## src/hdl/dmbc_pkg.sv

```systemverilog
package dmbc_pkg;

  // default sizes
  localparam int TABLE_ENTRIES_DEF = 4096;
  localparam int MAX_CELLS_DEF = 64;

  // fixed field widths
  localparam int BOARD_W = 64;
  localparam int VALUE_W = 16;
  localparam int HASH_W = 16;
  localparam int USED_W = 13;
  localparam int CFG_DATA_W = 8;
  localparam int CFG_INDEX_W = 2;

  // symbol hashed for an empty cell
  localparam logic [7:0] EMPTY_SYMBOL = 8'd46;

  // reset values of the configuration registers
  localparam logic [3:0] WIDTH_RESET = 4'd7;
  localparam logic [3:0] HEIGHT_RESET = 4'd6;
  localparam logic [7:0] ONE_SYMBOL_RESET = 8'd88;
  localparam logic [7:0] TWO_SYMBOL_RESET = 8'd79;

  // register indexes
  localparam logic [CFG_INDEX_W-1:0] REG_BOARD_WIDTH = 2'd0;
  localparam logic [CFG_INDEX_W-1:0] REG_BOARD_HEIGHT = 2'd1;
  localparam logic [CFG_INDEX_W-1:0] REG_ONE_SYMBOL = 2'd2;
  localparam logic [CFG_INDEX_W-1:0] REG_TWO_SYMBOL = 2'd3;

  // operation codes
  localparam logic [1:0] OP_LOOKUP = 2'd0;
  localparam logic [1:0] OP_STORE = 2'd1;
  localparam logic [1:0] OP_DELETE = 2'd2;
  localparam logic [1:0] OP_UNUSED = 2'd3;

  // cell codes
  localparam logic [1:0] CELL_EMPTY = 2'd0;
  localparam logic [1:0] CELL_ONE = 2'd1;
  localparam logic [1:0] CELL_TWO = 2'd2;
  localparam logic [1:0] CELL_ODD = 2'd3;

  // classified word handed from front to back
  typedef struct packed {
    logic [1:0]         op;
    logic [BOARD_W-1:0] key_high;
    logic [BOARD_W-1:0] key_low;
    logic [VALUE_W-1:0] value;
    logic [HASH_W-1:0]  index;
  } job_t;

  // one table slot as stored in memory
  typedef struct packed {
    logic               valid;
    logic [BOARD_W-1:0] key_high;
    logic [BOARD_W-1:0] key_low;
    logic [VALUE_W-1:0] value;
  } slot_t;

  // status from back to front
  typedef struct packed {
    logic clearing;
  } back_status_t;

  typedef enum logic [1:0] {F_IDLE, F_HASH, F_MOD, F_PUSH} front_state_t;
  typedef enum logic [1:0] {B_CLEAR, B_IDLE, B_EXEC} back_state_t;

endpackage

```

## src/hdl/dmbc_queue.sv

```systemverilog
module dmbc_queue (
  input  logic           clk,
  input  logic           rst,
  input  logic           push,
  input  dmbc_pkg::job_t push_job,
  input  logic           pop,
  output dmbc_pkg::job_t head,
  output logic           full,
  output logic           empty
);

  dmbc_pkg::job_t entry [2];
  logic       wr_ptr, rd_ptr;
  logic [1:0] count;

  // two-entry fifo
  always_ff @(posedge clk) begin
    if (rst) begin
      wr_ptr <= 1'b0;
      rd_ptr <= 1'b0;
      count <= 2'd0;
    end else begin
      if (push) wr_ptr <= !wr_ptr;
      if (pop) rd_ptr <= !rd_ptr;
      count <= count + 2'(push) - 2'(pop);
    end
  end

  always_ff @(posedge clk) begin
    if (push) entry[wr_ptr] <= push_job;
  end

  assign head = entry[rd_ptr];
  assign full = count == 2'd2;
  assign empty = count == 2'd0;

endmodule

```

## config.mk

```make
export PLATFORM = sky130hd
export DESIGN_NAME = dmbc_queue
export DESIGN_NICKNAME = d
export VERILOG_FILES = /design/src/hdl/dmbc_pkg.sv /design/src/hdl/dmbc_queue.sv
export SDC_FILE = /design/constraint.sdc
export NUM_CORES = 1
export LEC_CHECK = 0
export BUFFER_PORTS_ARGS = -buffer_cell sky130_fd_sc_hd__buf_2
export CORE_MARGIN = 3
export CORE_UTILIZATION = 30
export DETAILED_ROUTE_END_ITERATION = 10
export SYNTH_ARGS = -nofsm -noshare
export SYNTH_HDL_FRONTEND = slang
export SYNTH_SLANG_ARGS = --single-unit
```

## constraint.sdc

```tcl
create_clock -name clk -period 18.8 [get_ports clk]
set_clock_uncertainty 0.05 [all_clocks]
set_input_delay 2.82 -clock clk [delete_from_list [all_inputs] [get_ports clk]]
set_output_delay 2.82 -clock clk [all_outputs]
set_load 0.005 [all_outputs]
```

* Yosys cells after proc, flatten, opt, wreduce, memory -nomap -nowiden
Memory sizes are Yosys's and may differ from the RTL's. A register that Yosys moved wholly into a read port is not among the register bits.
Cells that the tools add are included.
** Storage, ports and cells
- Bits in registers :: 4
- RAM bits :: 324
- Input bits :: 166
- Output and inout bits :: 164
- Memories kept :: 1
** Operators by class
- $add $sub $neg :: 2
- Equal/unequal tests :: 1
- Muxes and demuxes :: 4
- Reductions and logical operators :: 3
** Memories
- entry :: depth 2, bits a word 162, rd ports 1, clocked after memory_dff 1, write ports 1, line dmbc_queue.sv:12 : dmbc_pkg::job_t entry [2];
** Operator list (count)
- $mux 1 :: 4
- $add 2x1->2 :: 1
- $eq 2x2->1 const B :: 1
- $logic_not 1->1 :: 2
- $logic_not 2->1 :: 1
- $sub 2x1->2 :: 1

* Depth between registers and ports, before layout
- Word-level depth :: 3
- Depth in mapped cells :: 6
- Mapped depth without buffers :: 6

* Worst setup path before layout
Ideal clock, no wire load.
- Path type :: input port to flip-flop
- From :: in push
- To :: mem entry[0][0] (netlist bit) (enable)
- Setup time :: 705 ps
- Arrival time :: 9820 ps
- Setup slack :: 8224 ps
- Stages :: 1
- Path buffers :: 0
- Cells stage by stage :: nor2b_1
** On the way
- Word-level cells in the longest chain between the ends :: 2
** Ends and longest elaborated chain
- start, declared :: line dmbc_queue.sv:4 : input logic push,
- $mux 1 :: line dmbc_queue.sv:30 : if (push) entry[wr_ptr] <= push_job;
- $mux 1 (implied by the code) :: line dmbc_queue.sv:30
- end, declared :: line dmbc_queue.sv:12
No other way between the ends.

==> out/results.txt <==
Drc violations -> 0
Clock Pin Slew Worst Setup and Hold Paths -> 50 ps
Setup TNS -> 0 ps
Pwr dens -> 110 nW/um^2
Simple-Gate Fraction of Synth Area -> 0.358%
Tot GR Track Use -> 11.3%
HP Start -> rd_ptr
Largest net degree at the start of global routing -> 67
Final setup violation count -> 0
Layout Cells excl Fill -> 1433
Tcrit/Tclk final -> 30.6%
Area delta synth->final -> 27.4%
Synth Area in Compound Gates -> 0%
Dpl cells -> 1368
Yosys cell types -> 13
Post-Syn Area per Cell -> 23.3 um^2
Main combinational cell family by area after synthesis -> multiplexers
Synthesis Warnings -> 0
Max_cap viols -> 0
CP required -> 15930 ps
PortBufs -> 329
Most frequent cells in the layout -> 329 x buf_2, 324 x edfxtp_1, 82 x mux2_2
Total core area -> 40000 um^2
Cells after synthesis -> 525
Hold WC Path Type -> register to register
CTS resizes -> 0
Startpoint type of the worst setup path -> register
Slew @ Worst Pin -> 966 ps
HPWL Detailed -> 16.7 mm
Final #Nets -> 1050
Minimum clock period -> 5760 ps
Relative slew slack -> 35.6%
Drt wl/cell -> 17.5 um
Seq. cell area -> 9830 um^2
Antenna violations before repair -> 3
Total power -> 1.72 mW
VDD IR max -> 85.4 uV
Initial Util -> 30.6%
Drt via density -> 4.25
Final WL -> 25.0 mm
Clock latency on the worst-skew pair -> 510 ps
Placed cell area -> 14400 um^2
Ports -> 330
Total clock sinks -> 329
Reg2reg setup slack -> 16330 ps
Final core occ -> 38.9%
RSZ-0062 raised after global routing -> false
Setup Fix Bufs, Post-CTS -> 0
Fmax -> 174 MHz
First-pass GRT wire length -> 37.6 mm
Max Root-Sink Buffers -> 3
TritonCTS buffer count -> 37
Die width -> 208 um
Outcome -> complete, no violations
Setup CP Type -> register to output port
Multi-input gate area -> 2240 um^2
Commonest non-fill, non-tap cell in the layout -> buf_2
Total grt overflow -> 0
Worst reg2reg startpoint -> wr_ptr
Final Instance Area -> 15600 um^2
Sequential share of the synthesized area -> 80.4%
CTS Hold Bufs -> 0
DIE HEIGHT -> 208 um
Vias in the first global route -> 6474
Post-Synth XOR/XNOR Area -> 0.328%
Routed Antenna Nets -> 0
Worst setup EP type -> output port
Layout cells sized above 1 -> 60.4%
Top fanout value on the critical path -> 56
Final GP Congestion -> 0.704
H-tree Lvls -> 2
Area of the die -> 43200 um^2
Seq cells post-synth -> 329
Top-area cell type share of the netlist area -> 79.6%
Root Driver -> clkbuf_16
Hold Slack -> 471 ps
Final Max Slew Viols -> 0
Site row count -> 73
# fillers -> 3711
Post-place setup slack -> 13500 ps
Data arrival, critical path -> 2890 ps
Synthesized Nets -> 693
DRT iter0 DRCs -> 260
Ant diodes -> 0
Vias -> 6089
Mux cell area share after synthesis -> 17.4%
DRT Pass-1 Iters -> 4
Synth Area in Adders -> 0.205%
Synth area leader -> edfxtp_1
Post-route setup slack -> 13040 ps
Final Hold Violating Endpoints -> 0
Leakage -> 5.93 nW
Top cells by area, synth -> edfxtp_1 80%, mux2_4 9.8%, mux2_2 7.6%
TritonCTS clock tree -> done
Post-synthesis cell area -> 12200 um^2
per-layer routing:
| metal | vias to the layer above | share of wire (%) | global-route usage, % | wire length, um |
|---|---|---|---|---|
| met5 | - | 0.18 | 0 | 45 |
| met2 | 243 | 49 | 18.9 | 12100 |
| li1 | 2799 | - | - | - |
| met4 | 6 | 2.5 | 4.12 | 614 |
| met3 | 47 | 8.6 | 4.14 | 2150 |
| met1 | 2994 | 40 | 13.4 | 10100 |
final timing paths:
| check | cells past startpoint | end |
|---|---|---|
| max | 3 | head[11] |
| min | 2 | rd_ptr |
| max reg2reg | 3 | entry[0][102] |
| min reg2reg | 2 | rd_ptr |
synthesized netlist by cell type:
library cell / n
edfxtp_1: 324
mux2_2: 82
mux2_4: 80
buf_6: 10
buf_2: 8
dfxtp_1: 5
nor2_1: 5
nor2b_1: 3
ha_1: 2
inv_1: 2
xnor2_1: 2
and2_1: 1
xnor3_1: 1
worst max-delay path: stages (launching register included):
cell and delay (ps):
dfxtp_4 880, buf_4 850, mux2_2 430, buf_2 130
state kept, by name (all words and copies together) (netlist names), named ones only:
signal / count
count: 2
entry: 324
rd_ptr: 1
wr_ptr: 1
where the power goes:
part           internal, mW  switching [mW]
combinational        0.0921          0.0784
sequential            0.858          0.0153
clock                 0.403           0.268
total                  1.35           0.362
layout make-up:
| cell class | instances | share of cell area (%) |
|---|---|---|
| Clock buffer | 47 | 6.19 |
| Clock inverter | 18 | 1.08 |
| Inverter | 2 | 0.0482 |
| Multi-Input combinational cell | 176 | 14.4 |
| Sequential cell | 329 | 63.1 |
| Tap cell | 525 | 4.22 |
| Timing Repair Buffer | 336 | 10.9 |
logic make-up (layout without fill, tap and decap cells):
kind of cell | Yosys count | after routing
XOR/XNOR | 3 | 3
flip-flops | 329 | 329
multiplexers | 162 | 162
buffers and inverters | 20 | 403
AND/OR/NAND/NOR | 9 | 9
adder cells (fa/ha/maj) | 2 | 2
Power figures use the tool's default switching activity.
