$ cat config.mk
export PLATFORM = sky130hd
export DESIGN_NAME = dmbc_front_flat
export DESIGN_NICKNAME = d
export VERILOG_FILES = /design/src/hdl/dmbc_pkg.sv /design/src/hdl/dmbc_if.sv /design/src/hdl/dmbc_front.sv /design/src/flat_wrapper.sv
export SDC_FILE = /design/constraint.sdc
export NUM_CORES = 1
export LEC_CHECK = 0
export BUFFER_PORTS_ARGS = -buffer_cell sky130_fd_sc_hd__buf_2
export CORE_ASPECT_RATIO = 0.7
export CORE_MARGIN = 5
export CORE_UTILIZATION = 49
export CTS_BUF_LIST = sky130_fd_sc_hd__clkbuf_4 sky130_fd_sc_hd__clkbuf_8
export CTS_CLUSTER_DIAMETER = 30
export DETAILED_ROUTE_END_ITERATION = 6
export PLACE_DENSITY_LB_ADDON = 0.12
export SLEW_MARGIN = 20
export SYNTH_ARGS = -nofsm -noshare
export SYNTH_HDL_FRONTEND = slang
export SYNTH_SLANG_ARGS = --single-unit
$ cat constraint.sdc
create_clock -name clk -period 11.56 [get_ports clk]
set_input_delay 3.468 -clock clk [delete_from_list [all_inputs] [get_ports clk]]
set_output_delay 3.468 -clock clk [all_outputs]
set_load 0.005 [all_outputs]
$ cat src/hdl/dmbc_pkg.sv
package dmbc_pkg;

  // default sizes
  localparam int TABLE_ENTRIES_DEF = 4096;
  localparam int MAX_CELLS_DEF = 64;

  // fixed field widths
  localparam int BOARD_W = 64;
  localparam int VALUE_W = 16;
  localparam int HASH_W = 16;
  localparam int USED_W = 13;
  localparam int CFG_DATA_W = 8;
  localparam int CFG_INDEX_W = 2;

  // symbol hashed for an empty cell
  localparam logic [7:0] EMPTY_SYMBOL = 8'd46;

  // reset values of the configuration registers
  localparam logic [3:0] WIDTH_RESET = 4'd7;
  localparam logic [3:0] HEIGHT_RESET = 4'd6;
  localparam logic [7:0] ONE_SYMBOL_RESET = 8'd88;
  localparam logic [7:0] TWO_SYMBOL_RESET = 8'd79;

  // register indexes
  localparam logic [CFG_INDEX_W-1:0] REG_BOARD_WIDTH = 2'd0;
  localparam logic [CFG_INDEX_W-1:0] REG_BOARD_HEIGHT = 2'd1;
  localparam logic [CFG_INDEX_W-1:0] REG_ONE_SYMBOL = 2'd2;
  localparam logic [CFG_INDEX_W-1:0] REG_TWO_SYMBOL = 2'd3;

  // operation codes
  localparam logic [1:0] OP_LOOKUP = 2'd0;
  localparam logic [1:0] OP_STORE = 2'd1;
  localparam logic [1:0] OP_DELETE = 2'd2;
  localparam logic [1:0] OP_UNUSED = 2'd3;

  // cell codes
  localparam logic [1:0] CELL_EMPTY = 2'd0;
  localparam logic [1:0] CELL_ONE = 2'd1;
  localparam logic [1:0] CELL_TWO = 2'd2;
  localparam logic [1:0] CELL_ODD = 2'd3;

  // classified word handed from front to back
  typedef struct packed {
    logic [1:0]         op;
    logic [BOARD_W-1:0] key_high;
    logic [BOARD_W-1:0] key_low;
    logic [VALUE_W-1:0] value;
    logic [HASH_W-1:0]  index;
  } job_t;

  // one table slot as stored in memory
  typedef struct packed {
    logic               valid;
    logic [BOARD_W-1:0] key_high;
    logic [BOARD_W-1:0] key_low;
    logic [VALUE_W-1:0] value;
  } slot_t;

  // status from back to front
  typedef struct packed {
    logic clearing;
  } back_status_t;

  typedef enum logic [1:0] {F_IDLE, F_HASH, F_MOD, F_PUSH} front_state_t;
  typedef enum logic [1:0] {B_CLEAR, B_IDLE, B_EXEC} back_state_t;

endpackage

$ cat src/hdl/dmbc_if.sv
interface dmbc_req_if;
  logic                         valid;
  logic                         ready;
  logic [1:0]                   op;
  logic [dmbc_pkg::BOARD_W-1:0] board_cells_low;
  logic [dmbc_pkg::BOARD_W-1:0] board_cells_high;
  logic [dmbc_pkg::VALUE_W-1:0] store_value;
  modport source(output valid, op, board_cells_low, board_cells_high, store_value,
                 input ready);
  modport sink(input valid, op, board_cells_low, board_cells_high, store_value,
               output ready);
endinterface


$ cat src/hdl/dmbc_front.sv
module dmbc_front #(
  parameter int TABLE_ENTRIES = dmbc_pkg::TABLE_ENTRIES_DEF,
  parameter int MAX_CELLS = dmbc_pkg::MAX_CELLS_DEF
) (
  input  logic                             clk,
  input  logic                             rst,
  input  logic                             cfg_we,
  input  logic [dmbc_pkg::CFG_INDEX_W-1:0] cfg_index,
  input  logic [dmbc_pkg::CFG_DATA_W-1:0]  cfg_data,
  dmbc_req_if.sink                         req,
  input  dmbc_pkg::back_status_t           status,
  input  logic                             queue_full,
  output logic                             push,
  output dmbc_pkg::job_t                   push_job
);

  localparam int HW = dmbc_pkg::HASH_W;
  localparam longint unsigned RECIP =
    ((64'd1 << 32) + 64'(TABLE_ENTRIES) - 64'd1) / 64'(TABLE_ENTRIES);
  localparam logic [31:0] RECIP_M = 32'(RECIP);
  localparam logic [16:0] ENTRIES = 17'(TABLE_ENTRIES);
  localparam logic [6:0] CELL_CAP = 7'(MAX_CELLS);

  // configuration registers
  logic [3:0] board_width, board_height;
  logic [7:0] one_symbol, two_symbol;

  always_ff @(posedge clk) begin
    if (rst) begin
      board_width <= dmbc_pkg::WIDTH_RESET;
      board_height <= dmbc_pkg::HEIGHT_RESET;
      one_symbol <= dmbc_pkg::ONE_SYMBOL_RESET;
      two_symbol <= dmbc_pkg::TWO_SYMBOL_RESET;
    end else if (cfg_we) begin
      unique case (cfg_index)
        dmbc_pkg::REG_BOARD_WIDTH: board_width <= cfg_data[3:0];
        dmbc_pkg::REG_BOARD_HEIGHT: board_height <= cfg_data[3:0];
        dmbc_pkg::REG_ONE_SYMBOL: one_symbol <= cfg_data;
        dmbc_pkg::REG_TWO_SYMBOL: two_symbol <= cfg_data;
      endcase
    end
  end

  function automatic logic [3:0] clamp_dim(input logic [3:0] d);
    if (d == 4'd0) return 4'd1;
    if (d > 4'd8) return 4'd8;
    return d;
  endfunction

  // cells in use
  logic [3:0] cw, ch;
  logic [7:0] n_full;
  logic [6:0] cells_in_use;

  always_comb begin
    cw = clamp_dim(board_width);
    ch = clamp_dim(board_height);
    n_full = cw * ch;
    cells_in_use = (n_full[6:0] > CELL_CAP) ? CELL_CAP : n_full[6:0];
  end

  // canonical key: odd code read as empty, unused cells zeroed
  logic [2*dmbc_pkg::BOARD_W-1:0] board_in, key_in;

  always_comb begin
    board_in = {req.board_cells_high, req.board_cells_low};
    key_in = '0;
    for (int i = 0; i < dmbc_pkg::BOARD_W; i++) begin
      if (7'(i) < cells_in_use && board_in[2*i +: 2] != dmbc_pkg::CELL_ODD) begin
        key_in[2*i +: 2] = board_in[2*i +: 2];
      end
    end
  end

  // state and working registers
  dmbc_pkg::front_state_t state, state_next;
  logic [1:0]                     op;
  logic [2*dmbc_pkg::BOARD_W-1:0] key;
  logic [dmbc_pkg::VALUE_W-1:0]   value;
  logic [6:0]                     cells;
  logic [HW-1:0]                  hash, hash_next;
  logic [2:0]                     step;
  logic                           mod_step;
  logic [HW-1:0]                  quot;
  logic [HW-1:0]                  rem, rem_next;
  logic [47:0]                    recip_prod;
  logic [32:0]                    quot_prod;
  logic                           hash_last;

  // eight cells of the shift-add hash per cycle
  always_comb begin
    logic [5:0] ci;
    logic [1:0] c;
    logic [7:0] sym;
    hash_next = hash;
    for (int j = 0; j < 8; j++) begin
      ci = {step, 3'(j)};
      c = key[2*ci +: 2];
      unique case (c)
        dmbc_pkg::CELL_ONE: sym = one_symbol;
        dmbc_pkg::CELL_TWO: sym = two_symbol;
        default: sym = dmbc_pkg::EMPTY_SYMBOL;
      endcase
      if (7'(ci) < cells) begin
        hash_next = (hash_next + HW'(sym)) << 1;
      end
    end
    hash_last = (7'({step, 3'b000}) + 7'd8) >= cells;
  end

  // slot index by reciprocal multiplication: quotient, then remainder
  always_comb begin
    recip_prod = {32'd0, hash} * {16'd0, RECIP_M};
    quot_prod = {17'd0, quot} * {16'd0, ENTRIES};
    rem_next = hash - quot_prod[HW-1:0];
  end

  // state register
  always_ff @(posedge clk) begin
    if (rst) begin
      state <= dmbc_pkg::F_IDLE;
    end else begin
      state <= state_next;
    end
  end

  // working registers
  always_ff @(posedge clk) begin
    unique case (state)
      dmbc_pkg::F_IDLE: begin
        op <= req.op;
        key <= key_in;
        value <= req.store_value;
        cells <= cells_in_use;
        hash <= '0;
        step <= '0;
      end
      dmbc_pkg::F_HASH: begin
        hash <= hash_next;
        step <= step + 3'd1;
        mod_step <= 1'b0;
      end
      dmbc_pkg::F_MOD: begin
        if (!mod_step) quot <= recip_prod[47:32];
        else rem <= rem_next;
        mod_step <= 1'b1;
      end
      dmbc_pkg::F_PUSH: begin
      end
    endcase
  end

  // next state and handshake
  always_comb begin
    state_next = state;
    req.ready = 1'b0;
    push = 1'b0;
    unique case (state)
      dmbc_pkg::F_IDLE: begin
        req.ready = !status.clearing;
        if (req.valid && !status.clearing) state_next = dmbc_pkg::F_HASH;
      end
      dmbc_pkg::F_HASH: begin
        if (hash_last) state_next = dmbc_pkg::F_MOD;
      end
      dmbc_pkg::F_MOD: begin
        if (mod_step) state_next = dmbc_pkg::F_PUSH;
      end
      dmbc_pkg::F_PUSH: begin
        push = !queue_full;
        if (!queue_full) state_next = dmbc_pkg::F_IDLE;
      end
    endcase
  end

  assign push_job.op = op;
  assign push_job.key_high = key[2*dmbc_pkg::BOARD_W-1:dmbc_pkg::BOARD_W];
  assign push_job.key_low = key[dmbc_pkg::BOARD_W-1:0];
  assign push_job.value = value;
  assign push_job.index = rem;

endmodule

$ cat src/flat_wrapper.sv
// flat-port wrapper written by rule: the top's interface ports become plain ports
module dmbc_front_flat 
#(
  parameter int TABLE_ENTRIES = dmbc_pkg::TABLE_ENTRIES_DEF,
  parameter int MAX_CELLS = dmbc_pkg::MAX_CELLS_DEF
)
  (clk, rst, cfg_we, cfg_index, cfg_data, status, queue_full, push, push_job, req_valid, req_op, req_board_cells_low, req_board_cells_high, req_store_value, req_ready);
  dmbc_req_if req_i ();
  input  logic clk;
  input  logic rst;
  input  logic cfg_we;
  input  logic [dmbc_pkg::CFG_INDEX_W-1:0] cfg_index;
  input  logic [dmbc_pkg::CFG_DATA_W-1:0] cfg_data;
  input  dmbc_pkg::back_status_t status;
  input  logic queue_full;
  output logic push;
  output dmbc_pkg::job_t push_job;
  input wire logic [$bits(req_i.valid)-1:0] req_valid;
  input wire logic [$bits(req_i.op)-1:0] req_op;
  input wire logic [$bits(req_i.board_cells_low)-1:0] req_board_cells_low;
  input wire logic [$bits(req_i.board_cells_high)-1:0] req_board_cells_high;
  input wire logic [$bits(req_i.store_value)-1:0] req_store_value;
  output wire logic [$bits(req_i.ready)-1:0] req_ready;
  assign req_i.valid = req_valid;
  assign req_i.op = req_op;
  assign req_i.board_cells_low = req_board_cells_low;
  assign req_i.board_cells_high = req_board_cells_high;
  assign req_i.store_value = req_store_value;
  assign req_ready = req_i.ready;
  dmbc_front #(.TABLE_ENTRIES(TABLE_ENTRIES), .MAX_CELLS(MAX_CELLS)) u_core (.clk(clk), .rst(rst), .cfg_we(cfg_we), .cfg_index(cfg_index), .cfg_data(cfg_data), .req(req_i), .status(status), .queue_full(queue_full), .push(push), .push_job(push_job));
endmodule
# ---- Word level (Yosys, flattened, before mapping)
# Cells that the tools add are included.
dict set report word_totals {
  ff_bits 219
  input_bits 162
  out_inout_bits 164
  word_cells 385
}
dict set report classes {
  add_sub_neg 11
  n_shift 8
  mux 41
  eq_ne 90
  order_cmp 76
  mul 1
  n_bitwise 1
  n_reduce_logical 80
}
# operator n
set op_table {}
lappend op_table {{indexed part select 128 x 8 -> 2 bit} 8}
lappend op_table {{less-than comparator 6 x 7 -> 1 bit (first input constant)} 32}
lappend op_table {{inequality test 2 bit (second input constant)} 65}
lappend op_table {{2-to-1 mux 16 bit} 8}
lappend op_table {{one-hot mux 8 bit (2 select lines)} 8}
lappend op_table {{adder 15 x 8 -> 15 bit} 8}
lappend op_table {{less-than comparator 5 x 7 -> 1 bit (first input constant)} 16}
lappend op_table {{logical AND 1 bit} 65}
lappend op_table {{less-than comparator 4 x 7 -> 1 bit (first input constant)} 8}
lappend op_table {{less-than comparator 6 x 7 -> 1 bit} 8}
lappend op_table {{2-to-1 mux 4 bit} 8}
lappend op_table {{one-hot mux 16 bit (2 select lines)} 1}
lappend op_table {{less-than comparator 3 x 7 -> 1 bit (first input constant)} 4}
lappend op_table {{equality test 2 bit (second input constant)} 12}
lappend op_table {{equality test 2 x 1 -> 1 bit (second input constant)} 10}
lappend op_table {{subtractor 16 bit} 1}
lappend op_table {{less-than comparator 1 x 7 -> 1 bit (first input constant)} 2}
lappend op_table {{less-than comparator 2 x 7 -> 1 bit (first input constant)} 2}
lappend op_table {{AND reduction 2 bit} 6}
lappend op_table {{> comparator 4 bit (second input constant)} 2}
lappend op_table {{zero test 4 bit} 2}
lappend op_table {{2-to-1 mux 1 bit} 8}
lappend op_table {{2-to-1 mux 2 bit} 4}
lappend op_table {{one-hot mux 2 bit (4 select lines)} 1}
lappend op_table {{14 further kinds} 19}

# ---- Longest topological paths before layout
dict set report logic_depth {
  depth_word 20
  mapped_depth 46
  mapped_depth_nobuf 43
}

# ---- Least setup slack after synthesis
# OpenSTA, ideal clock, no wires.
dict set report synth_path {
  kind {reg2reg}
  start {register u_core.step[0]}
  end {register u_core.hash[15], data pin}
  n_path_buf 3
  path_slack_ns 2.047
  period_less_slack_ns 9.513
  t_required_ns 11.303
  path_stages_with_launch 43
  arrival_ns 9.256
  setup_ns 0.257
  path_cell_list {edfxtp_1 -> clkbuf_1 -> buf_1 -> mux4_2 -> mux2i_1 -> inv_1 -> ha_1 -> clkbuf_1 -> a22oi_1 -> nor2_1 -> ha_1 -> inv_1 -> fa_1 -> o21ai_0 -> ha_1 -> xnor2_1 -> mux2_2 -> ha_1 -> [7 not listed] -> xor2_1 -> a21oi_1 -> ha_1 -> or2_2 -> a21oi_1 -> a21oi_1 -> or3_1 -> a31oi_1 -> a32o_1 -> mux2i_1 -> or2_2 -> or2_0 -> or4_1 -> and3_1 -> o31ai_2 -> o22ai_1 -> xnor2_1 -> a32o_1}
}
dict set report synth_between {
  elab_chain_cells 20
  elab_cells_between_ends 57
  classes_between {add/sub (8); order compare (8); eq/ne (16); shift (8); mux (17)}
}
# element line_no
set synth_rtl {}
lappend synth_rtl {{start, declared} dmbc_front.sv:82} ;# logic [2:0] step;
lappend synth_rtl {{start signal, assigned} dmbc_front.sv:140} ;# step <= step + 3'd1;
lappend synth_rtl {{indexed part select 128 x 8 -> 2 bit} dmbc_front.sv:98} ;# c = key[2*ci +: 2];
lappend synth_rtl {{equality test 2 bit / equality test 2 x 1 -> 1 bit (equally long branches)} dmbc_front.sv:99} ;# unique case (c)
lappend synth_rtl {{one-hot mux 8 bit (2 select lines)} dmbc_front.sv:99}
lappend synth_rtl {{adder 15 x 8 -> 15 bit} dmbc_front.sv:105} ;# hash_next = (hash_next + HW'(sym)) << 1;
lappend synth_rtl {{2-to-1 mux 16 bit} dmbc_front.sv:104} ;# if (7'(ci) < cells) begin
lappend synth_rtl {{adder 15 x 8 -> 15 bit} dmbc_front.sv:105}
lappend synth_rtl {{2-to-1 mux 16 bit} dmbc_front.sv:104}
lappend synth_rtl {{adder 15 x 8 -> 15 bit} dmbc_front.sv:105}
lappend synth_rtl {{[4 not listed]} --}
lappend synth_rtl {{2-to-1 mux 16 bit} dmbc_front.sv:104}
lappend synth_rtl {{adder 15 x 8 -> 15 bit} dmbc_front.sv:105}
lappend synth_rtl {{2-to-1 mux 16 bit} dmbc_front.sv:104}
lappend synth_rtl {{adder 15 x 8 -> 15 bit} dmbc_front.sv:105}
lappend synth_rtl {{2-to-1 mux 16 bit} dmbc_front.sv:104}
lappend synth_rtl {{adder 15 x 8 -> 15 bit} dmbc_front.sv:105}
lappend synth_rtl {{2-to-1 mux 16 bit *} dmbc_front.sv:104}
lappend synth_rtl {{one-hot mux 16 bit (2 select lines) *} dmbc_front.sv:129} ;# unique case (state)
lappend synth_rtl {{end signal, assigned} dmbc_front.sv:139} ;# hash <= hash_next;
lappend synth_rtl {{end, declared} dmbc_front.sv:81} ;# logic [HW-1:0] hash, hash_next;
# Every way passes the cells marked *; elsewhere a longest branch is shown, timed or not.
# A chain may end at the register's enable or synchronous reset.

# ---- Worst setup path in the final report
# Ends and elaborated chain as after synthesis.

==> results by group <==
Timing
  • Final period demand of the worst path: roughly 10 ns
  • Slew @ Worst Pin: approximately 1.1 ns
  • Max frequency: 98.33 MHz
  • Relative slew slack: around a quarter
  • Final setup TNS: 0 ns
  • Fin crit share: ~88%
  • Setup Viol. Count Final: 0
  • Hold Fails Final Rpt: 0
  • Final slew viol count: 0
  • RSZ-0062 raised after global routing: no
  • Setup Skew: between 0.03 and 0.04 ns

Synth
  • Post-synthesis adder-cell area fraction: 9.331%
  • Synth top area share: 34.09%
  • Post-synth EDFFs: between 150 and 200
  • Xor and xnor fraction of the mapped netlist area: about 4.4%
  • Asr flop ratio synth: 0%
  • Cells after synthesis: 1709
  • Sequential cell area fraction in the yosys report: between 30% and 40%
  • Synth area leaders: edfxtp_1 34%, ha_1 7.8%, mux4_2 4.2%
  • Main combinational cell family by area after synthesis: simple AND/OR/NAND/NOR gates
  • Avg Synthesized Cell Area: slightly below 10 um2
  • Synth warn: 0
  • Mapped cell area: 0.01700 mm2
  • Synth Net Count: a little under 2000
  • Count of cell types in the netlist: 97
  • Synthesized flop and latch total: around 220
  • Ys flop type: edfxtp_1
  • Multiplexer share of the synthesized area: roughly 7.7%
  • Largest area contributor in the netlist: edfxtp_1
  • Compound-Gate Fraction of Synth Area: 17.37%
  • Synth Area in Simple Gates: between 20% and 30%

Die
  • Die X: 232.6 um
  • I/O pin count: between 300 and 400
  • Core area: between 0.03 and 0.04 mm2
  • Die H: 165.9 um
  • Rows: 57
  • Die area: 0.03858 mm2
  • Initial Util: about half

Worst setup path
  • Crit. path cell count: 40
  • CP top delay family: compound AO/OA/AOI/OAI gates
  • Buf/Inv on CP: 2
  • Reg2Reg Depth: 40
  • Nature of the critical path endpoint: flop
  • Required @ worst endpoint: roughly 12 ns
  • Startpoint types: flop
  • Slowest stage cell, crit path: edfxtp_1
  • Crit path kind: flop to flop
  • Worst path arrival time: approximately 11 ns
  • Critical Path Fanout Max: 15
  • Max incr delay on CP: slightly above 0.9 ns

Drt
  • Remaining antenna violation count: 0
  • DRC: 2
  • Routed wire length per instance: about 23 um
  • Via density: 6.171
  • DRT Pass-1 Iters: 7
  • Total Wirelength: about 58 mm
  • DRT iter0 DRCs: 1879
  • Vias: between 15000 and 20000

Global route
  • M3 GR Usage: approximately 9%
  • Largest net degree at the start of global routing: between 60 and 70
  • Initial antenna violation count: 6
  • Grt total ovfl: 0
  • GRT met1 Usage: approximately 43%
  • Met2 Usage GRT: 40.77%
  • Vias in the first global route: around 14000
  • GRT busiest layer: met1
  • Total GRT Usage: roughly 29%
  • First-pass GRT wire length: about 87 mm

Clock tree
  • CTS Buf Count: 40
  • CTS sink cnt: 219
  • Clock slew at reported path FFs: roughly 0.060 ns
  • CTS tree: done
  • CTS resizes: 0
  • Clock H-tree levels: 2
  • Hold buffers post-CTS: 0
  • Setup Buffers After CTS: 0
  • Clock latency on the worst-skew pair: roughly 0.58 ns
  • Root Driver: clkbuf_8
  • Max clock buf depth: 3

Job
  • Max_cap viols: 0

Status
  • Failing checks: design-rule violations
  • Status: finished, violations left

Finish
  • Fillers: approximately 3000
  • Nets@finish: around 2300
  • Cell area after layout: between 0.015 and 0.02 mm2
  • Most frequent cells in the layout: 325 x buf_2, 193 x edfxtp_1, 162 x nor2_1, 120 x nand2_1, 107 x a21oi_1
  • Commonest non-fill, non-tap cell in the layout: buf_2
  • Share of layout cells above drive strength 1: ~25%
  • Synthesis-to-layout area growth: 16.90%

Place
  • Detail Placement HPWL: around 46 mm
  • Port Buf Inserts: 325
  • Global placer's final weighted congestion: between 1 and 1.5
  • Placed inst area: about 0.019 mm2

Hold path
  • Class of the most critical hold timing path: flop to flop
  • Hold depth: 2
[kinds of logic (layout without fill, tap and decap cells)]
| logic type | after synthesis | after routing |
|---|---|---|
| compound gates | 416 | 416 |
| xor+xnor | 84 | 84 |
| fa+ha+maj | 119 | 119 |
| buf+inv | 174 | 501 |
| flops | 219 | 219 |
| mux | 86 | 86 |
| other cells | 0 | 6 |
| simple gates | 611 | 611 |
[sequential cells by signal, indices dropped and copies added (netlist names)]
name,count
u_core.op,2
u_core.state,2
u_core.key,128
u_core.quot,4
u_core.board_height,4
u_core.value,16
u_core.two_symbol,8
u_core.board_width,4
u_core.step,3
u_core.mod_step,1
u_core.one_symbol,8
u_core.cells,7
u_core.hash,16
u_core.rem,16
[routing by layer]
| metal | up-vias | wire length (um) |
|---|---|---|
| li1 | 7034 | - |
| met1 | 7498 | 25500 |
| met2 | 895 | 24090 |
| met3 | 86 | 7473 |
| met4 | 0 | 1146 |
| met5 | - | 0 |
[layout make-up]
cell class                      count  area (um2)  share of cell area, %
Sequential cell                   219        6316                  31.78
Tap cell                          472       590.6                  2.971
Antenna cell                        6       15.01                0.07554
Clock inverter                     21       178.9                 0.9002
Clock buffer                       46       595.6                  2.996
Timing Repair Buffer              357        1867                  9.392
Multi-Input combinational cell   1316       10020                  50.43
Inverter                           77       289.0                  1.454
[worst paths after layout]
| path | start | to | slack (ns) |
|---|---|---|---|
| max | u_core.step[0] | u_core.hash[15] | 1.39 |
| min reg2reg | u_core.two_symbol[6] | u_core.two_symbol[6] | 0.47 |
| max reg2reg | u_core.step[0] | u_core.hash[15] | 1.39 |
| min | u_core.two_symbol[6] | u_core.two_symbol[6] | 0.47 |
[metrics by stage]
stage | setup WS (ns) | utilization, % | hold slack (ns) | instances
after floorplan | 2.047 | - | 0.4244 | 1709
after global placement | 1.794 | 55.41 | 0.4603 | 2441
after detailed placement | 1.515 | 55.41 | 0.4691 | 2441
after CTS | 1.485 | 57.66 | 0.4818 | 2508
after global routing | 0.4841 | 57.70 | 0.5207 | 2514
final | 1.390 | 57.70 | 0.4716 | 2514
[tightest hold or removal path, cell delays in order, from the launching register on]
cell	delay, ns
dfxtp_1	0.32
nand2_1	0.05
nand3b_1	0.07
[cells in the mapped netlist (6+ instances only)]
| cell | n |
|---|---|
| nor4b_1 | 14 |
| nor2_1 | 162 |
| and3b_1 | 33 |
| ha_1 | 106 |
| o211ai_1 | 6 |
| edfxtp_1 | 193 |
| nor4_1 | 8 |
| o31a_1 | 8 |
| a21oi_1 | 107 |
| nand2_1 | 120 |
| a22oi_1 | 32 |
| clkbuf_1 | 83 |
| nor2b_1 | 21 |
| a21o_1 | 27 |
| nor3b_1 | 93 |
| fa_1 | 13 |
| or3_1 | 10 |
| xor2_1 | 25 |
| o21ai_1 | 6 |
| nand3_1 | 24 |
| nor3_1 | 26 |
| dfxtp_1 | 26 |
| a211oi_1 | 16 |
| and3_1 | 16 |
| inv_1 | 77 |
| a221o_1 | 31 |
| mux2_2 | 14 |
| o21bai_1 | 13 |
| o21ai_0 | 77 |
| or2_2 | 8 |
| nand2b_1 | 11 |
| xnor2_1 | 58 |
| mux2i_1 | 35 |
| o2111ai_1 | 6 |
| buf_1 | 7 |
| mux4_2 | 32 |
| and2_1 | 20 |
| nand3b_1 | 15 |
| a31oi_1 | 7 |
| o21a_1 | 11 |
| a211o_1 | 13 |
Power is not shown: default switching activity piles up to over one toggle a cycle in this logic, so the estimate is an artifact.
